===== config.mk =====
export PLATFORM = sky130hd
export DESIGN_NAME = cpa_cfg
export DESIGN_NICKNAME = d
export VERILOG_FILES = /design/src/design/cpa_pkg.sv /design/src/design/cpa_cfg.sv
export SDC_FILE = /design/constraint.sdc
export NUM_CORES = 1
export LEC_CHECK = 0
export BUFFER_PORTS_ARGS = -buffer_cell sky130_fd_sc_hd__buf_4
export CORE_MARGIN = 3
export CORE_UTILIZATION = 45
export DETAILED_ROUTE_END_ITERATION = 10
export GPL_ROUTABILITY_DRIVEN = 0
export PLACE_DENSITY = 0.86
export SETUP_SLACK_MARGIN = 0.02
export SLEW_MARGIN = 5
export SYNTH_ARGS = -nofsm -noshare
export SYNTH_HDL_FRONTEND = slang
export SYNTH_SLANG_ARGS = --single-unit

===== constraint.sdc =====
create_clock -name clk -period 1.19 [get_ports clk]
set_clock_uncertainty 0.1 [all_clocks]
set_input_delay 0.119 -clock clk [delete_from_list [all_inputs] [get_ports clk]]
set_output_delay 0.119 -clock clk [all_outputs]
set_load 0.02 [all_outputs]

===== src/design/cpa_pkg.sv =====
// Shared types and constants for the contiguous page allocator.
// Transaction payloads, configuration set, page map entry layout and FSM states.
// No dependencies.
package cpa_pkg;

  localparam int CNT_W    = 11;
  localparam int PAGE_W   = 20;
  localparam int PADDR_W  = 4;
  localparam int PDATA_W  = 32;

  // Opcodes of a request transaction
  localparam logic OP_ALLOC = 1'b0;
  localparam logic OP_FREE  = 1'b1;

  // Register indexes on the configuration port
  localparam logic [1:0] REG_TOTAL    = 2'd0;
  localparam logic [1:0] REG_RESERVED = 2'd1;
  localparam logic [1:0] REG_BASE     = 2'd2;

  localparam logic [CNT_W-1:0]  TOTAL_RST    = 11'd1024;
  localparam logic [CNT_W-1:0]  RESERVED_RST = 11'd0;
  localparam logic [PAGE_W-1:0] BASE_RST     = 20'd0;

  typedef enum logic [1:0] {
    ST_OK       = 2'd0,
    ST_NO_RUN   = 2'd1,
    ST_BAD_FREE = 2'd2,
    ST_BAD_SIZE = 2'd3
  } cpa_status_t;

  typedef struct packed {
    logic              opcode;
    logic [CNT_W-1:0]  request_pages;
    logic [PAGE_W-1:0] page_number;
  } cpa_req_t;

  typedef struct packed {
    cpa_status_t       status;
    logic [PAGE_W-1:0] result_page;
  } cpa_rsp_t;

  typedef struct packed {
    logic [CNT_W-1:0]  total_pages;
    logic [CNT_W-1:0]  reserved_pages;
    logic [PAGE_W-1:0] base_page;
  } cpa_cfg_t;

  // One word of the page map
  typedef struct packed {
    logic             taken;
    logic             head;
    logic [CNT_W-1:0] length;
  } cpa_entry_t;

  localparam int ENT_W = $bits(cpa_entry_t);

  typedef enum logic [2:0] {
    S_CLEAR,
    S_IDLE,
    S_SCAN,
    S_MARK,
    S_FCHK,
    S_RELEASE,
    S_DONE
  } cpa_state_t;

endpackage


===== src/design/cpa_cfg.sv =====
// Configuration register file behind the APB-style port.
// Depends on cpa_pkg for the register indexes, reset values and cpa_cfg_t.
module cpa_cfg (
  input  logic                     clk,
  input  logic                     rst,
  input  logic                     psel,
  input  logic                     penable,
  input  logic                     pwrite,
  input  logic [cpa_pkg::PADDR_W-1:0] paddr,
  input  logic [cpa_pkg::PDATA_W-1:0] pwdata,
  output logic [cpa_pkg::PDATA_W-1:0] prdata,
  output logic                     pready,
  output cpa_pkg::cpa_cfg_t        cfg
);
  import cpa_pkg::*;

  logic       wr_en;
  logic [1:0] reg_idx;

  assign pready  = 1'b1;
  assign wr_en   = psel & penable & pwrite;
  assign reg_idx = paddr[3:2];

  // Write the addressed register on the access cycle
  always_ff @(posedge clk) begin
    if (rst) begin
      cfg.total_pages    <= TOTAL_RST;
      cfg.reserved_pages <= RESERVED_RST;
      cfg.base_page      <= BASE_RST;
    end else if (wr_en) begin
      case (reg_idx)
        REG_TOTAL:    cfg.total_pages    <= pwdata[CNT_W-1:0];
        REG_RESERVED: cfg.reserved_pages <= pwdata[CNT_W-1:0];
        REG_BASE:     cfg.base_page      <= pwdata[PAGE_W-1:0];
        default: ;
      endcase
    end
  end

  // Read back
  always_comb begin
    case (reg_idx)
      REG_TOTAL:    prdata = PDATA_W'(cfg.total_pages);
      REG_RESERVED: prdata = PDATA_W'(cfg.reserved_pages);
      REG_BASE:     prdata = PDATA_W'(cfg.base_page);
      default:      prdata = '0;
    endcase
  end

endmodule


==> out/metrics.yaml, run 1 <==
status: "finished with violations"
violations: "negative setup slack"
postSynthCellCount: 228
pre_cts_ws_ps: -56.1
vias: 1952
synth_cell_types: 19
cpMaxStageDelayCell: "dfxtp_2"
cp_data_arrival_time_ps: 1030
path_buf_inv: 1
grtUsageTotal_pct: 19.5
grt_overflow: 0
clkLatencyLatePin_ps: 290
layout_commonest_cell: "buf_4"
setup_viol: 5
io_buffers: 88
area_delta_synth_final_pct: 49.4
grt_pass1_vias: 1859
hold_slack_ps: 2.63
crit_path_max_fanout: 2
place_hpwl_um: 3890
syn_avg_cell_area_um2: 9.52
start_util_pct: 48.2
die_h_um: 75.4
cts.sinks: 42
wirelength_um: 5590
holdPathStages: 3
synthTopCellsByArea: "dfxtp_1, mux2i_1, nand2b_1, buf_4, and2_1"
grt_pass1_wl_um: 8590
crit_path_end_kind: "output port"
criticalPathCategory: "register to output port"
timing.final.crit_period_ps: 1250
r2r_cells: 3
synth_top_cell_by_area: "dfxtp_1"
p_per_area_mw_per_mm2: 910
instances_no_fill: 398
largest_register_ffs: 42
timing.fmax_mhz: 803
yosysSeqAreaShare_pct: 38.8
dr.pass1.iters: 4
clkTransAtPathRegs_ps: 70
drv_cap: 0
root_buffer: "clkbuf_8"
drc: 0
synthesis.area_mm2: 0.00217
max_stage_delay_ps: 330
maxSlewViolCount: 0
diodes: 0
leakage_nw: 1.60
finalCritPeriodShare_pct: 105
finalHoldViolCount: 0
reg2reg_to: "cfg[35]"
viasPerCell: 4.90
ant_nets: 0
wl_per_cell_um: 14.0
placeableCoreArea_mm2: 0.00450
drtIter0Drc: 92
layout.nets: 386
synth_top_area_share_pct: 38.8
ir_drop_mv: 0.687
grt_max_degree: 64
die_x_um: 75.4
top_register: "cfg"
r2r_start: "cfg[35]"
path_cells: "mux2i_1 -> o21ai_1 -> buf_4"
drive_gt1_share_pct: 46.8
synth_seq_cells: 42
row_count: 24
setup_tns_ps: -84.7
path_delay_family: "flip-flops"
cts_buffers: 5
rsz0062_at_grt: "yes"
required_ps: 970
hp-start: "pwdata[12]"
yosys_warnings: 0
total_power_mw: 2.95
cts_htree_levels: 2
reg2reg_slack_ps: 350
io_pins: 116
worst_slack_ps: -55.9
antenna_found_initial: 0
post-place-cells: 365
die_area_mm2: 0.00569
layout_common_cells: "buf_4, nand2b_1, mux2i_1, dfxtp_2, dfxtp_1"
min_to: "cfg[12]"
largestRegisters: "cfg x42"
tritoncts: "yes"
worst_setup_path_start_kind: "register"
hp-class: "input port to register"
clk_path_buf_depth: 2
==> stage by stage <==
stage          instance area [µm²]  utilization [%]
3_5_place_dp                  2900             64.3
6_report                      3240             72.0
2_1_floorplan                 2210                -
4_1_cts                       3230             71.7
5_1_grt                       3240             72.0
3_3_place_gp                  2900             64.3
==> worst max path at each step <==
stage / from / endpoint / slack [ps] / depth (start not counted)
after floorplan: cfg[20] / prdata[0] / 90 / 2
after global placement: pwrite / cfg[37] / -30 / 5
after detailed placement: pwrite / cfg[40] / -60 / 5
after CTS: cfg[22] / prdata[2] / -50 / 3
after global routing: cfg[22] / prdata[2] / -80 / 3
final: cfg[33] / prdata[2] / -60 / 3
==> what timing repair did <==
item                                   CTS  global route
endpoints found under the hold margin    3             0
gates resized for setup                 22             6
pin swaps                                3             5
cloned                                   0             0
setup buffers                           22             0
hold buffers                             3             0
setup endpoints to repair               11            14
==> area by class of cell <==
cell class / instances / area [µm²]
tap: 52 / 65.1
clock inverter: 2 / 37.5
sequential: 42 / 873
multi-input combinational: 168 / 1200
timing repair buffer: 128 / 997
clock buffer: 6 / 72.6
fill: 339 / 1260
==> synth_stat cells <==
library cell and instances:
nand2b_1 61, mux2i_1 53, dfxtp_1 42, buf_4 17
nand2_1 11, o21ai_0 11, and2_1 9, clkbuf_1 9
buf_6 2, conb_1 2, nor2_1 2, nor3b_1 2
buf_2 1, nand3_2 1, nand4_1 1, nor2b_2 1
nor3_1 1, or3_1 1, or3b_1 1
==> cell families after synthesis <==
kind of cell | Yosys count | synth area share [%]
other | 2 | 0.346
buffers and inverters | 29 | 8.71
and+or+nand+nor | 91 | 25.2
AOI/OAI and AO/OA | 11 | 2.54
DFF | 42 | 38.8
muxes | 53 | 24.5
==> per-layer routing <==
metal	up-vias	part of all wire, %	global-route usage (%)
met2	59	54	35.5
met5	-	0	0
met4	0	1.3	4.85
met3	6	4.6	2.77
li1	958	-	-
met1	929	40	24.0
==> worst reg2reg max path, stage by stage, from the launching register on <==
cell      delay [ps]
dfxtp_2          340
buf_4            110
nand2b_1          60
mux2i_1          150
==> power by group <==
group | leakage, nW | internal [mW] | switching [mW]
Sequential | 0.351 | 1.42 | 0.0121
Clock | 0.0514 | 0.626 | 0.480
Combinational | 1.20 | 0.204 | 0.205
Power figures use the tool's default switching activity.
==> run 2: changes to the inputs <==
clock period = 1.4 ns   (was 1.19 ns; I/O delays follow)
==> out/metrics.yaml, run 2 (synthesized netlist as in run 1, its figures left out) <==
ir_drop_mv: 0.765
placeableCoreArea_mm2: 0.00450
clk_path_buf_depth: 2
dr.pass1.iters: 4
ant_nets: 0
top_register: "cfg"
drc: 0
io_pins: 116
diodes: 0
cts_buffers: 5
cts_htree_levels: 2
antenna_found_initial: 0
root_buffer: "clkbuf_8"
vias: 1820
rsz0062_at_grt: "no"
die_h_um: 75.4
cp_data_arrival_time_ps: 1070
grt_overflow: 0
grt_max_degree: 64
layout_common_cells: "buf_4, nand2b_1, mux2i_1, dfxtp_1, conb_1"
cts.sinks: 42
worst_slack_ps: 89.5
path_cells: "mux2i_1 -> o21ai_1 -> buf_4"
drtIter0Drc: 62
setup_viol: 0
grt_pass1_wl_um: 7820
area_delta_synth_final_pct: 36.9
drive_gt1_share_pct: 36.6
pre_cts_ws_ps: 109
largest_register_ffs: 42
register_area_um2: 847
layout_commonest_cell: "buf_4"
multiInputGateArea_mm2: 0.00119
largestRegisters: "cfg x42"
clkLatencyLatePin_ps: 280
timing.fmax_mhz: 763
required_ps: 1160
status: "completed"
row_count: 24
cpMaxStageDelayCell: "dfxtp_1"
p_per_area_mw_per_mm2: 814
crit_path_end_kind: "output port"
timing.final.crit_period_ps: 1310
tritoncts: "yes"
die_area_mm2: 0.00569
place_hpwl_um: 3850
grt_pass1_vias: 1645
layout.nets: 357
setup_tns_ps: 0
start_util_pct: 48.2
finalHoldViolCount: 0
leakage_nw: 1.43
max_stage_delay_ps: 370
hp-class: "input port to register"
viasPerCell: 4.93
finalCritPeriodShare_pct: 93.6
wirelength_um: 5080
clkTransAtPathRegs_ps: 70
grtUsageTotal_pct: 17.9
maxSlewViolCount: 0
drv_cap: 0
io_buffers: 88
criticalPathCategory: "register to output port"
worst_setup_path_start_kind: "register"
wl_per_cell_um: 13.8
post_cts_buffers: 0
final.fill_count: 395
crit_path_max_fanout: 3
total_power_mw: 2.42
die_x_um: 75.4
-- run 2: changes by cell type in the layout (fill, tap and decap cells not counted), sizes merged --
cell,previous run,this run
buf,125,99
dlygate4sd3,3,0
clkbuf,6,8
clkinvlp,1,0
bufinv,1,0
-- run 2: where the power goes --
group          switching [mW]  total [mW]  internal (mW)
logic                   0.163       0.309          0.146
registers              0.0126        1.22           1.21
clock network           0.388       0.886          0.498
total                   0.564        2.42           1.85
-- run 2: layout make-up --
cell class	instances	area share, %
timing repair buffer	99	25.5
clock buffer	8	3.71
multi-input combinational	168	40.1
sequential	42	28.5
tap	52	2.19
-- run 2: final timing paths --
| check | from | endpoint | slack (ps) | cells after the start |
|---|---|---|---|---|
| worst min register to register | cfg[29] | cfg[29] | 390 | 2 |
| worst max-delay path | cfg[33] | prdata[2] | 90 | 3 |
| worst max register to register | cfg[2] | cfg[2] | 650 | 2 |
| worst min-delay path | pwdata[19] | cfg[19] | 20 | 3 |
-- run 2: worst max-delay path, delay by kind of cell (launching register included) --
kind,cells,cell delay [ps]
AOI/OAI and AO/OA,1,160
buffers and inverters,1,170
DFF,1,370
muxes,1,90
-- run 2: what timing repair did --
action	in CTS	in global routing
gates resized for setup	0	9
hold buffers	0	0
endpoints found under the setup margin	0	8
-- run 2: stage by stage --
step | area [µm²] | hold WS (ps) | utilization [%] | std cells
after floorplan | 2210 | 195 | - | 239
after global placement | 2850 | 305 | 63.3 | 361
after detailed placement | 2850 | 318 | 63.3 | 361
after CTS | 2960 | 8.04 | 65.8 | 369
after global routing | 2970 | 12.6 | 65.9 | 369
final | 2970 | 15.3 | 65.9 | 369
-- run 2: routing by layer --
metal / wire [µm] / global-route usage [%] / up-vias
met5: 0 / 0 / -
met1: 2200 / 23.0 / 863
met4: 44 / 4.66 / 0
met3: 248 / 4.35 / 4
met2: 2590 / 30.2 / 62
li1: - / - / 891
